`config.mk`:
```
export PLATFORM = sky130hd
export DESIGN_NAME = x11_server_stream_event_filter_top
export DESIGN_NICKNAME = d
export VERILOG_FILES = /design/src/sv/x11sef_pkg.sv /design/src/sv/x11sef_framer.sv /design/src/sv/x11sef_out_stage.sv /design/src/sv/x11_server_stream_event_filter_top.sv
export SDC_FILE = /design/constraint.sdc
export NUM_CORES = 1
export LEC_CHECK = 0
export BUFFER_PORTS_ARGS = -buffer_cell sky130_fd_sc_hd__buf_2
export CORE_ASPECT_RATIO = 1.75
export CORE_MARGIN = 1
export CORE_UTILIZATION = 55
export CTS_BUF_LIST = sky130_fd_sc_hd__clkbuf_8
export DETAILED_ROUTE_END_ITERATION = 12
export MAX_ROUTING_LAYER = met4
export PLACE_DENSITY = 0.72
export SLEW_MARGIN = 5
export SYNTH_ARGS = -nofsm -noshare
export SYNTH_HDL_FRONTEND = slang
export SYNTH_SLANG_ARGS = --single-unit
```
`constraint.sdc`:
```
create_clock -name clk -period 3.1 [get_ports clk]
set_input_delay 0.31 -clock clk [delete_from_list [all_inputs] [get_ports clk]]
set_output_delay 0.31 -clock clk [all_outputs]
set_load 0.05 [all_outputs]
```
`src/sv/x11sef_pkg.sv`:
```
// Shared types and constants for the server stream event filter.
package x11sef_pkg;

	// Framing phase of the byte stream.
	typedef enum logic [1:0] {
		PH_SETUP_HDR  = 2'd0,
		PH_SETUP_BODY = 2'd1,
		PH_MSG_UNIT   = 2'd2,
		PH_MSG_BODY   = 2'd3
	} x11sef_phase_t;

	localparam logic [6:0] TYPE_MASK      = 7'h7f;
	localparam logic [6:0] TYPE_REPLY     = 7'd1;
	localparam logic [6:0] TYPE_LEAVE     = 7'd8;
	localparam logic [6:0] TYPE_FOCUS_OUT = 7'd10;
	localparam logic [6:0] TYPE_GENERIC   = 7'd35;

	localparam logic [4:0] SETUP_HDR_LAST = 5'd7;
	localparam logic [4:0] SETUP_LEN_FIRST = 5'd6;
	localparam logic [4:0] UNIT_LAST      = 5'd31;
	localparam logic [4:0] LEN_FIRST      = 5'd4;
	localparam logic [4:0] LEN_LAST       = 5'd7;

	localparam int unsigned REM_W = 34;

	// Per-item decision handed from the framer to the output stage.
	typedef struct packed {
		logic       emit;
		logic [6:0] msg_type;
		logic       eom;
	} x11sef_res_t;

	// Shifts one byte into the gathered length word in the selected order.
	function automatic logic [31:0] gather(input logic [31:0] lw, input logic [7:0] b,
		input logic msb_first);
		if (msb_first) begin
			return {lw[23:0], b};
		end else begin
			return {b, lw[31:8]};
		end
	endfunction

endpackage

```
`src/sv/x11sef_framer.sv`:
```
// Message framer: tracks phase, position and lengths, decides emit and end flag.
module x11sef_framer (
	input  logic                   clk,
	input  logic                   arst_n,
	input  logic                   process,
	input  logic [7:0]             byte_in,
	input  logic                   byte_order_msb,
	output x11sef_pkg::x11sef_res_t res
);
	import x11sef_pkg::*;

	x11sef_phase_t      phase_q, phase_n;
	logic [4:0]         pos_q, pos_n;
	logic [31:0]        lw_q, lw_n;
	logic [REM_W-1:0]   rem_q, rem_n;
	logic [6:0]         type_q, type_n;
	logic               drop_q, drop_n;

	logic [31:0]        lw_g;
	logic [15:0]        len16;
	logic [REM_W-1:0]   rem_dec;
	logic [6:0]         type_now;
	logic               drop_now;
	logic               has_body;

	// Shared datapath terms for the current byte.
	assign lw_g     = gather(lw_q, byte_in, byte_order_msb);
	assign len16    = byte_order_msb ? lw_g[15:0] : lw_g[31:16];
	assign rem_dec  = rem_q - REM_W'(1);
	assign type_now = (pos_q == 5'd0) ? (byte_in[6:0] & TYPE_MASK) : type_q;
	assign drop_now = (pos_q == 5'd0) ?
		((type_now == TYPE_FOCUS_OUT) || (type_now == TYPE_LEAVE)) : drop_q;
	assign has_body = ((type_now == TYPE_REPLY) || (type_now == TYPE_GENERIC)) &&
		(lw_q != 32'd0);

	// Next-state logic.
	always_comb begin
		phase_n = phase_q;
		pos_n   = pos_q;
		lw_n    = lw_q;
		rem_n   = rem_q;
		type_n  = type_q;
		drop_n  = drop_q;
		case (phase_q)
			PH_SETUP_HDR: begin
				if (pos_q >= SETUP_LEN_FIRST) begin
					lw_n = lw_g;
				end
				if (pos_q == SETUP_HDR_LAST) begin
					pos_n = 5'd0;
					if (len16 == 16'd0) begin
						phase_n = PH_MSG_UNIT;
					end else begin
						rem_n   = {(REM_W-18)'(0), len16, 2'b00};
						phase_n = PH_SETUP_BODY;
					end
				end else begin
					pos_n = pos_q + 5'd1;
				end
			end
			PH_MSG_UNIT: begin
				type_n = type_now;
				drop_n = drop_now;
				if ((pos_q >= LEN_FIRST) && (pos_q <= LEN_LAST)) begin
					lw_n = lw_g;
				end
				if (pos_q == UNIT_LAST) begin
					pos_n = 5'd0;
					if (has_body) begin
						rem_n   = {lw_q, 2'b00};
						phase_n = PH_MSG_BODY;
					end
				end else begin
					pos_n = pos_q + 5'd1;
				end
			end
			PH_SETUP_BODY, PH_MSG_BODY: begin
				rem_n = rem_dec;
				if (rem_dec == '0) begin
					phase_n = PH_MSG_UNIT;
				end
			end
			default: begin
				phase_n = PH_SETUP_HDR;
			end
		endcase
	end

	// Per-byte output decision.
	always_comb begin
		res.emit     = 1'b1;
		res.msg_type = type_q;
		res.eom      = 1'b0;
		case (phase_q)
			PH_SETUP_HDR: begin
				res.eom = (pos_q == SETUP_HDR_LAST) && (len16 == 16'd0);
			end
			PH_SETUP_BODY: begin
				res.eom = (rem_dec == '0);
			end
			PH_MSG_UNIT: begin
				res.emit     = !drop_now;
				res.msg_type = type_now;
				res.eom      = (pos_q == UNIT_LAST) && !has_body;
			end
			PH_MSG_BODY: begin
				res.emit = !drop_q;
				res.eom  = (rem_dec == '0);
			end
			default: begin
				res.emit = 1'b0;
			end
		endcase
	end

	// State registers advance once per processed byte.
	always_ff @(posedge clk or negedge arst_n) begin
		if (!arst_n) begin
			phase_q <= PH_SETUP_HDR;
			pos_q   <= 5'd0;
			lw_q    <= 32'd0;
			rem_q   <= '0;
			type_q  <= 7'd0;
			drop_q  <= 1'b0;
		end else if (process) begin
			phase_q <= phase_n;
			pos_q   <= pos_n;
			lw_q    <= lw_n;
			rem_q   <= rem_n;
			type_q  <= type_n;
			drop_q  <= drop_n;
		end
	end

endmodule

```
`src/sv/x11sef_out_stage.sv`:
```
// Result register that holds one forwarded item until the sink takes it.
module x11sef_out_stage (
	input  logic                   clk,
	input  logic                   arst_n,
	input  logic                   process,
	input  logic [7:0]             byte_in,
	input  x11sef_pkg::x11sef_res_t res,
	output logic                   can_load,
	output logic                   out_valid,
	input  logic                   out_ready,
	output logic [7:0]             out_byte,
	output logic [6:0]             message_type,
	output logic                   end_of_message
);
	import x11sef_pkg::*;

	logic       valid_s2;
	logic [7:0] byte_s2;
	logic [6:0] type_s2;
	logic       eom_s2;

	// The register frees up when empty or when its item leaves this cycle.
	assign can_load = !valid_s2 || out_ready;

	// Valid bit of the result register.
	always_ff @(posedge clk or negedge arst_n) begin
		if (!arst_n) begin
			valid_s2 <= 1'b0;
		end else if (can_load) begin
			valid_s2 <= process && res.emit;
		end
	end

	// Payload of the result register.
	always_ff @(posedge clk) begin
		if (can_load && process && res.emit) begin
			byte_s2 <= byte_in;
			type_s2 <= res.msg_type;
			eom_s2  <= res.eom;
		end
	end

	assign out_valid      = valid_s2;
	assign out_byte       = byte_s2;
	assign message_type   = type_s2;
	assign end_of_message = eom_s2;

endmodule

```
`src/sv/x11_server_stream_event_filter_top.sv`:
```
// Top level of the server stream event filter: input register, framer, result register.
// An accepted byte passes the input register and the framer into the result register.
// Throughput: one byte per cycle unless the sink stalls; framer state updates once per byte.
// Dropped messages produce no output item but are still taken in byte by byte.
// Reset (arst_n low) clears framing state to the setup header, byte order to LSB first,
// and empties both the input and result registers.
module x11_server_stream_event_filter_top (
	input  logic       clk,
	input  logic       arst_n,
	input  logic       cfg_valid,
	output logic       cfg_ready,
	input  logic       cfg_data,
	input  logic       in_valid,
	output logic       in_ready,
	input  logic [7:0] stream_byte,
	output logic       out_valid,
	input  logic       out_ready,
	output logic [7:0] out_byte,
	output logic [6:0] message_type,
	output logic       end_of_message
);
	import x11sef_pkg::*;

	logic        msb_q;
	logic        valid_s1;
	logic [7:0]  byte_s1;
	logic        can_load;
	logic        process;
	x11sef_res_t res;

	// Byte order register, writable at any time.
	assign cfg_ready = 1'b1;
	always_ff @(posedge clk or negedge arst_n) begin
		if (!arst_n) begin
			msb_q <= 1'b0;
		end else if (cfg_valid && cfg_ready) begin
			msb_q <= cfg_data;
		end
	end

	// The held item is processed whenever the result register can take it.
	assign process  = valid_s1 && can_load;
	assign in_ready = !valid_s1 || can_load;

	// Input register.
	always_ff @(posedge clk or negedge arst_n) begin
		if (!arst_n) begin
			valid_s1 <= 1'b0;
		end else if (in_ready) begin
			valid_s1 <= in_valid;
		end
	end

	always_ff @(posedge clk) begin
		if (in_ready && in_valid) begin
			byte_s1 <= stream_byte;
		end
	end

	x11sef_framer u_framer (
		.clk            (clk),
		.arst_n         (arst_n),
		.process        (process),
		.byte_in        (byte_s1),
		.byte_order_msb (msb_q),
		.res            (res)
	);

	x11sef_out_stage u_out (
		.clk            (clk),
		.arst_n         (arst_n),
		.process        (process),
		.byte_in        (byte_s1),
		.res            (res),
		.can_load       (can_load),
		.out_valid      (out_valid),
		.out_ready      (out_ready),
		.out_byte       (out_byte),
		.message_type   (message_type),
		.end_of_message (end_of_message)
	);

endmodule

```
# == Yosys cells after proc, flatten, opt, wreduce, memory -nomap -nowiden ==
# Cells that the tools add are included.
# op_classes
addsub,2
order_cmp,3
n_eq_ne,16
n_mux,24
reduce_logical,30
# ops
cell,n
$mux W34,4
$pmux W34 S3,1
$mux W32,3
$pmux W32 S2,1
$logic_not A34 Y1,1
$sub A34 B1 Y34 const B,1
$reduce_bool A32 Y1,1
$logic_not A16 Y1,1
$mux W16,1
$eq A7 B4 Y1 const B,2
$mux W7,2
$ne A2 B1 Y1 const B,6
$ge A5 B3 Y1 const B,2
$mux W2,5
$mux W5,2
$pmux W5 S2,1
$reduce_and A5 Y1,2
$logic_and A1 B1 Y1,9
$eq A7 B1 Y1 const B,1
$eq A7 B6 Y1 const B,1
$pmux W2 S3,1
$add A5 B1 Y5 const B,1
$eq A5 B3 Y1 const B,1
$eq A5 B5 Y1 const B,1
15 further kinds,24
# word_totals
register_bits,108
input_bits,14
out_inout_bits,19
word_cells,88

# == Logic depth before layout (Yosys ltp) ==
# Gate-level depths: netlist of run 1.
# logic_depth
depth_word,8
depth_mapped,9
depth_no_buf,8

# == Hierarchy ==
# A second synthesis of run 1 with hierarchy kept.
# unflattened
cells_unflattened,672
hier_area_um2,6303.5
# modules_own_cells
mod,n_inst,cells_each,area_each_um2,seq_area_each_um2
x11sef_framer,1,634,5411.4,2026.9
x11sef_out_stage,1,21,540.5,505.5
x11_server_stream_event_filter_top,1,17,351.6,290.3

# == Worst setup path before layout of run 1 ==
# Ideal clock, no wire load.
# synth_timing
path_type,register -> register
start,register u_framer.rem_q[16]
end,register u_framer.rem_q[33]
setup_ns,0.069
arrival_ns,2.357
t_required_ns,3.031
path_slack_ns,0.673
stages_incl_launch_ff,7
path_buffers,0
period_less_slack_ns,2.427
path_cell_list,dfrtp_1 > or4_4 > or4b_4 > nor4_4 > nand2_1 > or4_1 > nand3_1
# synth_between
elab_chain_len,2
# synth_rtl
element,line_no,text
from (decl),x11sef_framer.sv:15,"logic [REM_W-1:0] rem_q, rem_n;"
from (signal assigned),x11sef_framer.sv:129,rem_q <= rem_n;
$sub A34 B1 Y34,x11sef_framer.sv:29,assign rem_dec = rem_q - REM_W'(1);
$pmux W34 S3,x11sef_framer.sv:44,case (phase_q)
# No other way between the ends.
# A chain may end at the register's enable or synchronous reset.

# == Worst setup path in the final report of run 1 ==
# layout_timing
start,register u_framer.pos_q[1]
end,register u_framer.rem_q[21]
# layout_between
elab_chain_len,7
elab_cells_between_ends,12
classes_between,7 x eq/ne; 1 x mux; 4 x reduce/logical
# layout_rtl
element,line_no,text
from (decl),x11sef_framer.sv:13,"logic [4:0] pos_q, pos_n;"
from (signal assigned),x11sef_framer.sv:127,pos_q <= pos_n;
$logic_not A5 Y1,x11sef_framer.sv:30,assign type_now = (pos_q == 5'd0) ? (byte_in[6:0] & TYPE_MASK) : type_q;
$mux W7,x11sef_framer.sv:30,
$eq A7 B1 Y1 or $eq A7 B6 Y1 (tied branches),x11sef_framer.sv:33,assign has_body = ((type_now == TYPE_REPLY) || (type_now == TYPE_GENERIC)) &&
$logic_or A1 B1 Y1,x11sef_framer.sv:33,
$logic_and A1 B1 Y1,x11sef_framer.sv:33,
$ne A2 B1 Y1 (no line),n/a,
$reduce_and A5 Y1 (no line) *,n/a,
# Every way passes the cells marked *; elsewhere a longest branch is shown, timed or not.

==> out/results.ini, run 1 <==
[status]
status=finished, final reports clean

[yosys]
synth_cell_types=77
synth.cell_area_um2=6460
yosysWarnings=0
synth_nets=712
synthArstFlopShare=0.778
ys_seq_area_frac=0.437
ys.flop_type=dfrtp_1
syn_inst=693
synth-seq-cells=108
synth-edff-count=24
syn_avg_cell_area_um2=9.32

[floorplan]
die_area_um2=12200
die_w_um=83.9
io_pins=33
rows=52
die_height_um=145
start_util=0.561
core-area_um2=11500

[detailed_routing]
post_drt_wl_per_cell_um=22.9
drc=0
drtAntennaViolNets=0
first_iter_violations=608
vias=5780
vias_per_cell=6.71
wl_um=19700
drt-pass1-iter-count=5

[worst_setup_path]
path_class=reg2reg
startpoint_type=flip-flop
crit_fanout=11
worstPathRequired_ps=3310
crit_path_end_kind=flip-flop
cp.arrival_ps=3170

[layout]
syn_to_final_growth_pct=10.2
diodes=0
drive_gt1_frac=0.182
nets=740
regArea_um2=2820
multi_input_area_um2=3410
n_fill_cell=997

[timing]
fin_crit_ps=2950
tightest_slew_ps=1090
rsz0062_at_grt=false
drv_slew=0
max-slew-margin-rel=0.270
finalHoldViolCount=0
setup_viol=0
whs_ps=79.6
max_clock_freq_mhz=339
fin_setup_tns_ps=0
fin_crit_sh=0.953
finClkSkew_ps=18.4

[cts]
cts_root_buf=clkbuf_8
clk_pin_slew_ps=120
post_cts_buffers=0
clk_latency_ps=400
cts_resized=0
cts_hold_buf=1
clock_sinks=108
cts_tree=built
cts_buffer_depth=2
cts_buffers=9
htree_levels=3

[global_routing]
grt_pass1_vias=5539
grt_max_degree=65
grt_pass1_wl_um=30500
antenna_found_initial=0
grt_overflow=0
grt_use_total=0.338

[place]
place_congestion=0.979
port_buffers=31
place_hpwl_um=14300

[pwr]
p_leak_nw=3.12
peakVddDrop_v=0.000306
pwr_density_cell_nw_per_um2=484

[flow_run]
cap_violations=0

[worst_hold_path]
hp-class=in2reg

final timing paths:
path | slack [ps] | startpoint | cells past startpoint | endpoint
max | 150 | u_framer.pos_q[1]$_DFFE_PN0P_ | 8 | u_framer.rem_q[21]$_DFFE_PN0P_
min | 80 | stream_byte[3] | 1 | byte_s1[3]$_DFFE_PP_
max reg2reg | 150 | u_framer.pos_q[1]$_DFFE_PN0P_ | 8 | u_framer.rem_q[21]$_DFFE_PN0P_
min reg2reg | 520 | u_framer.drop_q$_DFFE_PN0P_ | 1 | u_framer.drop_q$_DFFE_PN0P_
max in group asynchronous | 1850 | arst_n | 3 | u_framer.lw_q[13]$_DFFE_PN0P_
min in group asynchronous | 510 | arst_n | 2 | u_framer.rem_q[22]$_DFFE_PN0P_
cells in the mapped netlist (4+ instances only):
cell | n | share of area
ha_1 | 5 | 0.0097
xnor2_1 | 4 | 0.0054
a22o_1 | 4 | 0.0054
a21oi_1 | 60 | 0.046
buf_2 | 4 | 0.0031
inv_1 | 10 | 0.0058
nor2_1 | 65 | 0.038
mux2_2 | 22 | 0.038
a211oi_1 | 5 | 0.0058
a41oi_1 | 4 | 0.0054
o41ai_1 | 4 | 0.0054
nor4_1 | 17 | 0.016
nand3_1 | 28 | 0.022
nor3_1 | 17 | 0.013
and3_1 | 9 | 0.0087
o31ai_1 | 6 | 0.0070
a31oi_1 | 10 | 0.0097
clkbuf_1 | 43 | 0.025
mux2i_1 | 49 | 0.076
o22ai_1 | 5 | 0.0048
or3_1 | 5 | 0.0048
o21ai_0 | 35 | 0.027
o211ai_1 | 6 | 0.0070
nand4_1 | 8 | 0.0077
and2_1 | 4 | 0.0039
dfrtp_1 | 84 | 0.33
edfxtp_1 | 24 | 0.11
nand2_1 | 65 | 0.038
nand2b_1 | 11 | 0.011
sequential cells by signal (all words and copies together) (netlist names), 2 cells and up:
| signal | count |
|---|---|
| u_framer.lw_q | 32 |
| u_framer.pos_q | 5 |
| u_framer.rem_q | 34 |
| u_framer.phase_q | 2 |
| u_out.message_type | 7 |
| u_out.out_byte | 8 |
| byte_s1 | 8 |
| u_framer.type_q | 7 |
per-layer routing:
| layer | GRT usage | part of all wire | vias up |
|---|---|---|---|
| met3 | 0.0306 | 0.042 | 68 |
| met2 | 0.601 | 0.53 | 237 |
| met4 | 0.159 | 0.048 | 0 |
| li1 | - | - | 2644 |
| met5 | - | 0 | - |
| met1 | 0.380 | 0.38 | 2831 |
through the flow:
step	power [W]	setup WS, ps	utilization	cell area (µm²)	instances
floorplan	0.00224	673	-	6460	693
global placement	0.00253	277	0.599	6900	844
detailed placement	0.00254	229	0.599	6900	844
CTS	0.00344	204	0.618	7120	861
global route	0.00358	29.2	0.618	7120	861
finish	0.00345	147	0.618	7120	861
where the power goes:
part	leakage (nW)	switching, W	internal [W]
Clock	0.105	0.000587	0.000332
Combinational	1.70	0.000506	0.000298
Sequential	1.32	0.000166	0.00156
Total	3.12	0.00126	0.00219
critical path, stage by stage, from the launching register on:
cell	delay, ps
dfrtp_1	410
ha_1	240
and3_1	180
ha_1	200
nand3_1	80
a211o_1	270
o21a_2	300
nor3_1	890
a221oi_1	190
area by class of cell:
class	count	share of cell area
multi-input cells	523	0.479
flip-flops and latches	108	0.397
repair buffers	69	0.0661
well taps	135	0.0237
clock buffers	9	0.0174
clock inverters	7	0.0121
inverters	10	0.00527
layout by cell type (no fill, tap or decap), types with 5 or more instances in the layout:
master    synthesis  layout
or3_1             5       5
mux2i_1          49      49
o21ai_0          35      35
o211ai_1          6       6
a211oi_1          5       5
nand4_1           8       8
nand2_1          65      65
buf_4             1      36
nand3_1          28      28
a21oi_1          60      60
a31oi_1          10      10
clkbuf_8          0       9
mux2_2           22      22
edfxtp_1         24      24
dfrtp_1          84      83
buf_2             4      30
nor3_1           17      17
nor2_1           65      65
o22ai_1           5       5
o31ai_1           6       6
inv_1            10      10
nor4_1           17      17
nand2b_1         11      11
and3_1            9       9
ha_1              5       5
logic make-up (layout without fill, tap and decap cells):
group / count (synthesis) / in the layout / synth area share
AO/OA/AOI/OAI: 174 / 174 / 0.171
XOR/XNOR: 6 / 6 / 0.00813
adder cells (fa/ha/maj): 5 / 5 / 0.00968
buffers and inverters: 62 / 95 / 0.0385
flip-flops: 108 / 108 / 0.437
multiplexers: 71 / 71 / 0.114
other: 1 / 1 / 0.000580
AND/OR/NAND/NOR: 266 / 266 / 0.221
Power figures use the tool's default switching activity.
==> run 2: changes to the inputs <==
SYNTH_HIERARCHICAL = 1   (was unset)
==> out/results.ini, run 2 <==
[layout]
syn_to_final_growth_pct=8.52
drive_gt1_frac=0.154  ; -0.0280
top_register=u_framer/rem_q
largest_reg_flops=34  ; unchanged
biggestRegsByFlops=u_framer/rem_q (34), u_framer/lw_q (32)
fin_area_um2=6840  ; -4.0%
layout_commonest_cell=nand2_1
layout_common_cells=nand2_1 (92), dfrtp_1 (82), o21ai_0 (69)
diodes=0  ; unchanged
nets=717  ; -3.1%

[place]
placed_cell_area_um2=6650  ; -3.7%
place_hpwl_um=13100  ; -8.5%
port_buffers=31  ; unchanged
place_congestion=0.973  ; -0.67%

[cts]
cts_buffers=9  ; unchanged
cts_buffer_depth=2  ; unchanged
htree_levels=3  ; unchanged
clk_pin_slew_ps=120  ; about the same
cts_resized=0  ; unchanged
clock_sinks=108  ; unchanged
clk_latency_ps=390  ; about the same
cts_hold_buf=0  ; -1
cts_tree=built
cts_root_buf=clkbuf_8
post_cts_buffers=0  ; unchanged

[worst_setup_path]
path_class=reg2reg
worstPathRequired_ps=3360  ; +50 ps
worst-path-buf-inv=0  ; unchanged
rr_endpoint=u_framer/rem_q[22]$_DFFE_PN0P_
crit_chain=nand2b_1 -> nor4_1 -> a31oi_1 -> o31ai_4 -> and2_4 -> nor2_1 -> a221oi_1
crit_path_end_kind=flip-flop
reg2reg_setup_slack_ps=260  ; +110 ps
critPathTopFamily=simple AND/OR/NAND/NOR gates
crit_fanout=30  ; +19
cp.arrival_ps=3100  ; -70 ps
startpoint_type=flip-flop
slowest_delay_ps=580  ; -310 ps
cp_slowest_cell=edfxtp_1
r2r_cells=7  ; -1
r2r-start=byte_s1[4]$_DFFE_PP_

[timing]
max_clock_freq_mhz=352  ; +3.8%
max-slew-margin-rel=0.398  ; +0.128
fin_crit_sh=0.918  ; -0.0352
drv_slew=0  ; unchanged
setup_viol=0  ; unchanged
tightest_slew_ps=903  ; -184 ps
finClkSkew_ps=19.6  ; +1.24 ps
rsz0062_at_grt=false
fin_crit_ps=2840  ; -109 ps
fin_setup_tns_ps=0  ; unchanged
finalHoldViolCount=0  ; unchanged

[global_routing]
grt_overflow=0  ; unchanged
grt_pass1_vias=5281  ; -4.7%
grt_pass1_wl_um=28700  ; -5.8%
grt_use_total=0.324  ; -0.0145
antenna_found_initial=0  ; unchanged
grt_max_degree=75  ; +15%

[yosys]
synth_area_leaders=dfrtp_1 (33%), edfxtp_1 (11%), mux2i_1 (7.5%)
yosysTopAreaCell=dfrtp_1
synth_top_area_frac=0.333  ; +0.00814
syn_inst=672  ; -3.0%
synth_most_common_cell=nand2_1
ys_seq_area_frac=0.448  ; +0.0109
ys.flop_type=dfrtp_1
yosysWarnings=6  ; +6
synth.cell_area_um2=6300  ; -2.4%
synth_cell_types=73  ; -5.2%
synthArstFlopShare=0.778  ; unchanged
synth-seq-cells=108  ; unchanged
synth_nets=692  ; -2.8%
synth-edff-count=24  ; unchanged
syn_avg_cell_area_um2=9.38  ; +0.61%
synth_common_cells=nand2_1 (92), dfrtp_1 (84), o21ai_0 (69), mux2i_1 (47), nor2_1 (41)

[floorplan]
rows=51  ; -1.9%
core-area_um2=11200  ; -3.0%
io_pins=33  ; unchanged
die_w_um=82.9  ; -1.2%
die_height_um=144  ; -1.2%
start_util=0.564  ; +0.00342
die_area_um2=11900  ; -2.4%

[pwr]
p_leak_nw=2.81  ; -10%
comb_power_share=0.336  ; +0.103
internal-power_w=0.00286  ; +31%
power_frac_clock=0.167  ; -0.099
p_sw_w=0.00212  ; +68%
swShare=0.426  ; +0.0603
peakVddDrop_v=0.000535  ; +75%
pwr_density_cell_nw_per_um2=727  ; +50%
seqPwrFrac=0.497  ; -0.003

[detailed_routing]
drc=0  ; unchanged
first_iter_violations=532  ; -13%
drt-pass1-iter-count=5  ; unchanged
post_drt_wl_per_cell_um=21.6  ; -5.5%
wl_um=18000  ; -8.5%
vias_per_cell=6.54  ; -2.5%
vias=5456  ; -5.6%
drtAntennaViolNets=0  ; unchanged

[status]
status=finished, final reports clean

[worst_hold_path]
hp-class=in2async

[flow_run]
cap_violations=0  ; unchanged

==> run 2: cell types whose count changed in the layout (fill, tap and decap cells not counted), sizes merged, moves of 5 or more <==
cell   delta
a21oi    -33
buf      -11
mux2      -7
nand2    +27
nand3     -8
nand4    +10
nor2     -24
nor2b     +5
nor4      -7
o21ai    +33
or2       +5
==> run 2: per-stage QoR <==
| stage | power [W] | utilization | setup slack (ps) | cells | hold WS [ps] |
|---|---|---|---|---|---|
| finish | 0.00498 | 0.613 | 256 | 834 | 16.3 |
| global route | 0.00525 | 0.613 | 68.0 | 834 | 65.6 |
| CTS | 0.00497 | 0.612 | 238 | 834 | 73.1 |
| detailed placement | 0.00414 | 0.595 | 273 | 818 | 489 |
| global placement | 0.00408 | 0.595 | 346 | 818 | 482 |
| floorplan | 0.00348 | - | 524 | 672 | 14.4 |
==> run 2: cell type report <==
class                   instances  area (µm²)
fillers                       934        4330
well taps                     132         165
clock buffers                   9         124
multi-input cells             510        3270
inverters                      11        41.3
repair buffers                 57         353
flip-flops and latches        108        2830
clock inverters                 7        58.8
==> run 2: power groups by stage <==
stage	Clock, W	Sequential (W)	Combinational [W]
final	0.000831	0.00247	0.00167
after global routing	0.000892	0.00253	0.00183
after CTS	0.000848	0.00246	0.00167
after detailed placement	0	0.00248	0.00166
after global placement	0	0.00246	0.00161
after floorplan	0	0.00241	0.00107
==> run 2: worst max-delay path by stage <==
stage	from	endpoint	slack, ps	cells after the start
6_report	byte_s1[4]$_DFFE_PP_	u_framer/rem_q[22]$_DFFE_PN0P_	260	7
3_3_place_gp	u_framer/rem_q[6]$_DFFE_PN0P_	u_out/end_of_message$_DFFE_PP_	350	7
5_1_grt	u_framer/pos_q[0]$_DFFE_PN0P_	u_framer/rem_q[22]$_DFFE_PN0P_	70	8
2_1_floorplan	u_framer/rem_q[19]$_DFFE_PN0P_	u_framer/phase_q[0]$_DFFE_PN0P_	520	7
3_5_place_dp	byte_s1[4]$_DFFE_PP_	u_framer/rem_q[22]$_DFFE_PN0P_	270	7
4_1_cts	byte_s1[4]$_DFFE_PP_	u_framer/rem_q[22]$_DFFE_PN0P_	240	7
==> run 2: logic make-up (layout without fill, tap and decap cells) <==
family / Yosys count / in the layout / share of synthesized area
and+or+nand+nor: 270 / 270 / 0.226
DFF: 108 / 108 / 0.448
buffers and inverters: 54 / 84 / 0.0371
xor gates and xnor gates: 9 / 9 / 0.0125
other: 1 / 1 / 0.000595
adders and majority gates: 6 / 6 / 0.0119
muxes: 62 / 62 / 0.102
AOI/OAI and AO/OA: 162 / 162 / 0.162
==> run 2: worst register-to-register path, cell delays in order, from the launching register on <==
cell	delay, ps
edfxtp_1	580
nand2b_1	230
nor4_1	380
a31oi_1	270
o31ai_4	380
and2_4	460
nor2_1	90
a221oi_1	330
==> run 2: per-layer routing <==
| layer | part of all wire | GRT usage |
|---|---|---|
| met1 | 0.39 | 0.355 |
| met2 | 0.52 | 0.569 |
| met3 | 0.034 | 0.0402 |
| met4 | 0.052 | 0.181 |
| met5 | 0 | - |
